===== src/design/isbct_pkg.sv =====
package isbct_pkg;

	localparam int WORD_BITS      = 32;
	localparam int NUM_WORDS      = 7;
	localparam int INDEX_BITS     = 6;
	localparam int OUT_STAMP_BITS = 48;

	typedef enum logic [1:0] {
		OP_ADD  = 2'd0,
		OP_FIND = 2'd1,
		OP_POP  = 2'd2
	} op_t;

	typedef enum logic [1:0] {
		STATUS_OK       = 2'd0,
		STATUS_EMPTY    = 2'd1,
		STATUS_OVERFLOW = 2'd2,
		STATUS_NOTHING  = 2'd3
	} status_t;

	typedef enum logic [1:0] {
		ADDR_LO,
		ADDR_LO1,
		ADDR_MID,
		ADDR_K
	} addr_sel_t;

	typedef enum logic [1:0] {
		OUT_NONE,
		OUT_SIMPLE,
		OUT_FIND,
		OUT_POP
	} out_kind_t;

	typedef enum logic [3:0] {
		ST_IDLE,
		ST_SEARCH,
		ST_BISECT,
		ST_PAIR_A,
		ST_PAIR_B,
		ST_RESOLVE,
		ST_EMIT_SIMPLE,
		ST_FIND_EMIT,
		ST_POP_EMIT,
		ST_POP_READ
	} state_t;

	typedef struct packed {
		logic      accept;
		addr_sel_t addr_sel;
		logic      bis_step;
		logic      pair_save;
		logic      pair_decide;
		logic      set_nothing;
		out_kind_t out_kind;
	} ctl_t;

	typedef struct packed {
		logic count_zero;
		logic span_le1;
		logic span_eq2;
		logic lo_zero;
		logic find_op;
		logic out_free;
		logic k_last;
	} sts_t;

endpackage


===== src/design/isbct_ctrl.sv =====
module isbct_ctrl (
	input  logic               clk,
	input  logic               arst_n,
	input  logic               in_valid,
	input  logic [1:0]         op,
	input  isbct_pkg::sts_t    sts,
	output logic               in_stall,
	output isbct_pkg::ctl_t    ctl
);

	isbct_pkg::state_t state_q, state_d;

	always_ff @(posedge clk or negedge arst_n) begin
		if (!arst_n) begin
			state_q <= isbct_pkg::ST_IDLE;
		end else begin
			state_q <= state_d;
		end
	end

	assign in_stall = (state_q != isbct_pkg::ST_IDLE);

	always_comb begin
		state_d         = state_q;
		ctl.accept      = 1'b0;
		ctl.addr_sel    = isbct_pkg::ADDR_LO;
		ctl.bis_step    = 1'b0;
		ctl.pair_save   = 1'b0;
		ctl.pair_decide = 1'b0;
		ctl.set_nothing = 1'b0;
		ctl.out_kind    = isbct_pkg::OUT_NONE;
		case (state_q)
			isbct_pkg::ST_IDLE: begin
				if (in_valid) begin
					ctl.accept = 1'b1;
					case (op)
						isbct_pkg::OP_ADD: begin
							state_d = isbct_pkg::ST_EMIT_SIMPLE;
						end
						isbct_pkg::OP_FIND, isbct_pkg::OP_POP: begin
							state_d = sts.count_zero ? isbct_pkg::ST_EMIT_SIMPLE
							                         : isbct_pkg::ST_SEARCH;
						end
						default: begin
							state_d = isbct_pkg::ST_IDLE;
						end
					endcase
				end
			end
			isbct_pkg::ST_SEARCH: begin
				if (sts.span_le1) begin
					state_d = isbct_pkg::ST_RESOLVE;
				end else if (sts.span_eq2) begin
					ctl.addr_sel = isbct_pkg::ADDR_LO;
					state_d      = isbct_pkg::ST_PAIR_A;
				end else begin
					ctl.addr_sel = isbct_pkg::ADDR_MID;
					state_d      = isbct_pkg::ST_BISECT;
				end
			end
			isbct_pkg::ST_BISECT: begin
				ctl.addr_sel = isbct_pkg::ADDR_MID;
				ctl.bis_step = 1'b1;
				state_d      = isbct_pkg::ST_SEARCH;
			end
			isbct_pkg::ST_PAIR_A: begin
				ctl.pair_save = 1'b1;
				ctl.addr_sel  = isbct_pkg::ADDR_LO1;
				state_d       = isbct_pkg::ST_PAIR_B;
			end
			isbct_pkg::ST_PAIR_B: begin
				ctl.pair_decide = 1'b1;
				state_d         = isbct_pkg::ST_RESOLVE;
			end
			isbct_pkg::ST_RESOLVE: begin
				if (sts.find_op) begin
					ctl.addr_sel = isbct_pkg::ADDR_LO;
					state_d      = isbct_pkg::ST_FIND_EMIT;
				end else if (sts.lo_zero) begin
					ctl.set_nothing = 1'b1;
					state_d         = isbct_pkg::ST_EMIT_SIMPLE;
				end else begin
					ctl.addr_sel = isbct_pkg::ADDR_K;
					state_d      = isbct_pkg::ST_POP_EMIT;
				end
			end
			isbct_pkg::ST_EMIT_SIMPLE: begin
				if (sts.out_free) begin
					ctl.out_kind = isbct_pkg::OUT_SIMPLE;
					state_d      = isbct_pkg::ST_IDLE;
				end
			end
			isbct_pkg::ST_FIND_EMIT: begin
				ctl.addr_sel = isbct_pkg::ADDR_LO;
				if (sts.out_free) begin
					ctl.out_kind = isbct_pkg::OUT_FIND;
					state_d      = isbct_pkg::ST_IDLE;
				end
			end
			isbct_pkg::ST_POP_EMIT: begin
				ctl.addr_sel = isbct_pkg::ADDR_K;
				if (sts.out_free) begin
					ctl.out_kind = isbct_pkg::OUT_POP;
					state_d      = sts.k_last ? isbct_pkg::ST_IDLE : isbct_pkg::ST_POP_READ;
				end
			end
			isbct_pkg::ST_POP_READ: begin
				ctl.addr_sel = isbct_pkg::ADDR_K;
				state_d      = isbct_pkg::ST_POP_EMIT;
			end
			default: begin
				state_d = isbct_pkg::ST_IDLE;
			end
		endcase
	end

endmodule


===== config.mk =====
export PLATFORM = sky130hd
export DESIGN_NAME = isbct_ctrl
export DESIGN_NICKNAME = d
export VERILOG_FILES = /design/src/design/isbct_pkg.sv /design/src/design/isbct_ctrl.sv
export SDC_FILE = /design/constraint.sdc
export NUM_CORES = 1
export LEC_CHECK = 0
export ABC_AREA = 1
export BUFFER_PORTS_ARGS = -buffer_cell sky130_fd_sc_hd__buf_2
export CORE_MARGIN = 2
export CORE_UTILIZATION = 35
export CTS_BUF_LIST = sky130_fd_sc_hd__clkbuf_2 sky130_fd_sc_hd__clkbuf_4 sky130_fd_sc_hd__clkbuf_8
export DETAILED_ROUTE_END_ITERATION = 8
export HOLD_SLACK_MARGIN = 0.02
export PLACE_DENSITY = 0.59
export SYNTH_ARGS = -nofsm -noshare
export SYNTH_HDL_FRONTEND = slang
export SYNTH_SLANG_ARGS = --single-unit

===== constraint.sdc =====
create_clock -name clk -period 2.2 [get_ports clk]
set_input_delay 0.44 -clock clk [delete_from_list [all_inputs] [get_ports clk]]
set_output_delay 0.44 -clock clk [all_outputs]
set_load 0.01 [all_outputs]

Word-level counts from Yosys, hierarchy flattened. Index checks and enable logic that the tools add are counted.

Equal/unequal tests: 14. Mux-type cells: 28. Reduce and logical (&&, ||, !) cells: 7.

Operators with widths (count): $pmux 4 s9 (1); $mux 4 (7); $eq 4x3->1 const B (4); $mux 2 (6); $mux 1 (10); $pmux 2 s5 (1); $eq 4x2->1 const B (2); $eq 4x4->1 const B (2); $pmux 2 s3 (1); $pmux 3 s2 (1); $reduce_or 2->1 (3); $eq 4x1->1 const B (1); $logic_not 4->1 (1); $ne 2x2->1 const B (2); $reduce_bool 4->1 (1); $mux 3 (1); $reduce_and 3->1 (1); $eq 2x1->1 const B (1); $eq 2x2->1 const B (1); $logic_not 2->1 (1); $ne 2x1->1 const B (1).

Bits in registers: 4. Input port bits: 12. Output and inout port bits: 10. Word-level logic and storage cells: 50.

Longest topological paths before layout.
Word-level depth: 5. Depth in mapped cells: 8. Mapped depth without buffers: 8.

Worst setup path after synthesis. OpenSTA, ideal clock, no wires.

Path kind: register to output. From: reg state_q[1]. To: out ctl[2] in the netlist's numbering. Arrival time: 1.057 ns. Required time: 1.760 ns. Slack: 0.703 ns. Cell stages (with the launch flop): 5. Path buffers: 1. Cells stage by stage: dfrtp_1 -> buf_4 -> nor2_4 -> nand2_1 -> nor3b_1.

RTL lines: start, declared (line isbct_ctrl.sv:11) `isbct_pkg::state_t state_q, state_d;`; start signal, assigned (line isbct_ctrl.sv:15) `state_q <= isbct_pkg::ST_IDLE;`; start signal, assigned (line isbct_ctrl.sv:17) `state_q <= state_d;`; end, declared (line isbct_ctrl.sv:8) `output isbct_pkg::ctl_t ctl`.

==> flow_metrics.tcl <==
set metrics [dict create \
    outcome "complete, no violations" \
    syn-mean-instance-area_sq_um 5.894 \
    finalHoldViolCount 0 \
    floorplan.io_pins 22 \
    cts_setup_buffers 0 \
    grt_max_degree 9 \
    syn_area_sq_um 489.2 \
    grt_pass1_vias 491 \
    synthDominantAreaCellType "sky130_fd_sc_hd__dfrtp_1" \
    synth_top_area_share_pct 20.46 \
    cts_tree "built" \
    drive_gt1_share_pct 32.71 \
    routabilityCongestion 0.7867 \
    ys_seq_area_share_pct 20.46 \
    die_h_um 41.39 \
    largest_registers "state_q x4" \
    clock-skew-final_ns 0.0009711 \
    grt_antenna_before_repair 0 \
    hold_end "state_q[3]" \
    layout_overhead_on_the_synthesized_area_pct 30.43 \
    clock_latency_at_the_later_pin_of_the_worst_skew_pair_ns 0.23 \
    drt.antenna.violating_nets 0 \
    critical_path.startpoint_type "flip-flop" \
    remaining_drc_errors 0 \
    cts_hold_buf 1 \
    post-dp-hpwl_um 975.6 \
    critical_path.endpoint_type "output pin" \
    post-route-min-period_ns 1.893 \
    destination_of_the_worst_register_to_register_timing_path "state_q[2]" \
    place.port_buffers 21 \
    critical_path_class "reg2out" \
    fp.coreArea_sq_um 1301 \
    cp_slowest_cell "sky130_fd_sc_hd__dfrtp_1" \
    path_max_fanout 8 \
    power.leakage_uw 0.0004063 \
    synthesis.nets 97 \
    yosys_warnings 0 \
    wl_um 1152 \
    routedWlPerCell_um 9.443 \
    cts-root-to-sink-buffers 2 \
    timing.critical_path.arrival_ns 1.45 \
    numCtsBuffers 3 \
    fp.dieW_um 41.39 \
    hold_path.class "in2reg" \
    path_clk_slew_ns 0.04 \
    layoutNonFillerInstCount 122 \
    grt_first_pass_wirelength_um 1890 \
    drv_cap 0 \
    regToRegSetupSlack_ns 0.89 \
    clockRootBuffer "sky130_fd_sc_hd__clkbuf_4" \
    vdd_ir_drop_max_v 0.0004842 \
    filler_cell_count 155 \
    worst_hold_slack_ns 0.4082 \
    ff_latch_area_sq_um 100.1 \
    synthTopCellsByArea "sky130_fd_sc_hd__dfrtp_1, sky130_fd_sc_hd__nand3_1, sky130_fd_sc_hd__nand2_1" \
    placed_instances 118 \
    powerDensity_nw_per_um2 1137 \
    final.period_utilization_pct 86.06 \
    via_per_inst 4.787 \
    min_path_cells 2 \
    cts_resized 0 \
    grt_overflow 0 \
    timing_max_transition_violations_final 0 \
    vias 584 \
    timing.fmax_mhz 528.2 \
    worstMarginPinSlew_ns 0.3466 \
    yosys_register_bits 4 \
    worst_path_largest_cell_delay_ns 0.49 \
    grt_util_all_layers_pct 16.65 \
    antenna-diode-count 0 \
    slew_headroom_pct 76.90 \
    rr_worst_depth 7 \
    worst-endpoint-required_ns 1.76 \
    fin_setup_tns_ns 0 \
    critical_path.cell_chain "nor2_4 > nand2_2 > nand3_1 > inv_1 > o211ai_1 > buf_2" \
    postSynthCellCount 83 \
    largest_reg_flops 4 \
    multi_input_comb_area_sq_um 321.6 \
    rows 13 \
    cts.sink_count 4 \
    setup-violations-final 0 \
    final_net_count 123 \
    yosys_cell_types 18 \
    cts_max_level 1 \
    source_of_the_worst_hold_timing_path "sts[1]" \
    rsz0062_at_grt "no" \
    drt_first_iter_violations 6 \
    initial_utilization_pct 37.60 \
    largest-register "state_q" \
    floorplan.die_area_sq_um 1713 \
    detailedRoute.firstPassIterationCount 4 \
    regToRegStartpoint "state_q[1]" \
]
-- area by class of cell --
cell class	count	area share, %
Multi-Input combinational cell	62	50.39
Timing Repair Buffer	22	18.04
Sequential cell	4	15.69
Inverter	16	9.412
Clock buffer	3	3.529
Tap cell	15	2.941
-- routing by layer --
metal	routed length (um)	track usage [%]
met4	0	0
met2	579	28.52
met1	519	20.95
met5	0	0
met3	53	6.383
-- worst max path at each step --
| stage | from | endpoint | slack [ns] | depth (start not counted) |
|---|---|---|---|---|
| finish | state_q[1] | ctl[7] | 0.31 | 6 |
| global route | state_q[0] | ctl[7] | 0.19 | 7 |
| CTS | state_q[1] | ctl[7] | 0.30 | 6 |
| detailed placement | state_q[1] | ctl[7] | 0.55 | 6 |
| global placement | state_q[1] | ctl[7] | 0.56 | 6 |
| floorplan | state_q[1] | ctl[2] | 0.70 | 4 |
-- power breakdown --
part	total (uW)	switching (uW)	internal [uW]
logic	479	304	175
clock network	89.3	28.4	60.9
registers	158	52.5	105
total	726	385	341
-- placed cells by master (no fill, tap or decap) --
cell type | synthesis | layout
sky130_fd_sc_hd__a21oi_1 | 3 | 3
sky130_fd_sc_hd__inv_1 | 14 | 14
sky130_fd_sc_hd__nor2_1 | 10 | 10
sky130_fd_sc_hd__nand2_1 | 18 | 18
sky130_fd_sc_hd__clkbuf_4 | 0 | 3
sky130_fd_sc_hd__dlygate4sd3_1 | 0 | 1
sky130_fd_sc_hd__nor2_2 | 2 | 2
sky130_fd_sc_hd__o21ai_2 | 1 | 1
sky130_fd_sc_hd__ha_1 | 2 | 2
sky130_fd_sc_hd__dfrtp_1 | 4 | 4
sky130_fd_sc_hd__nand3_1 | 16 | 16
sky130_fd_sc_hd__o211ai_1 | 1 | 1
sky130_fd_sc_hd__nand2_2 | 3 | 3
sky130_fd_sc_hd__nor2_4 | 2 | 2
sky130_fd_sc_hd__nor3b_1 | 1 | 1
sky130_fd_sc_hd__a21oi_2 | 1 | 1
sky130_fd_sc_hd__o21ai_1 | 1 | 1
sky130_fd_sc_hd__inv_2 | 2 | 2
sky130_fd_sc_hd__o21ai_0 | 1 | 1
sky130_fd_sc_hd__buf_2 | 0 | 21
-- Yosys cell counts (all sizes together) --
master	number
nor2	14
inv	16
ha	2
buf	1
o21ai	3
nor3b	1
a21oi	4
nand2	21
dfrtp	4
nand3	16
o211ai	1
-- logic make-up (layout without fill, tap and decap cells) --
| group | count (synthesis) | in the layout | share of synthesized area, % |
|---|---|---|---|
| flops | 4 | 4 | 20.46 |
| fa+ha+maj | 2 | 2 | 5.114 |
| compound gates | 8 | 8 | 10.23 |
| buf+inv | 17 | 41 | 13.81 |
| simple gates | 52 | 52 | 50.38 |
-- worst max-delay path: cells and delay by family (launching register included) --
kind | cells | cell delay, ns
flops | 1 | 0.49
buf+inv | 2 | 0.21
simple gates | 3 | 0.46
compound gates | 1 | 0.07
-- metrics by stage --
stage | setup slack (ns) | total power, uW | instance area (sq um) | util (%)
finish | 0.3067 | 725.6 | 638.1 | 49.04
global route | 0.1852 | 811.4 | 638.1 | 49.04
CTS | 0.2956 | 735.6 | 638.1 | 49.04
detailed placement | 0.5479 | 639.0 | 605.6 | 46.54
global placement | 0.5552 | 636.9 | 605.6 | 46.54
floorplan | 0.7028 | 509.3 | 489.2 | -
(Power assumes the default switching activity.)
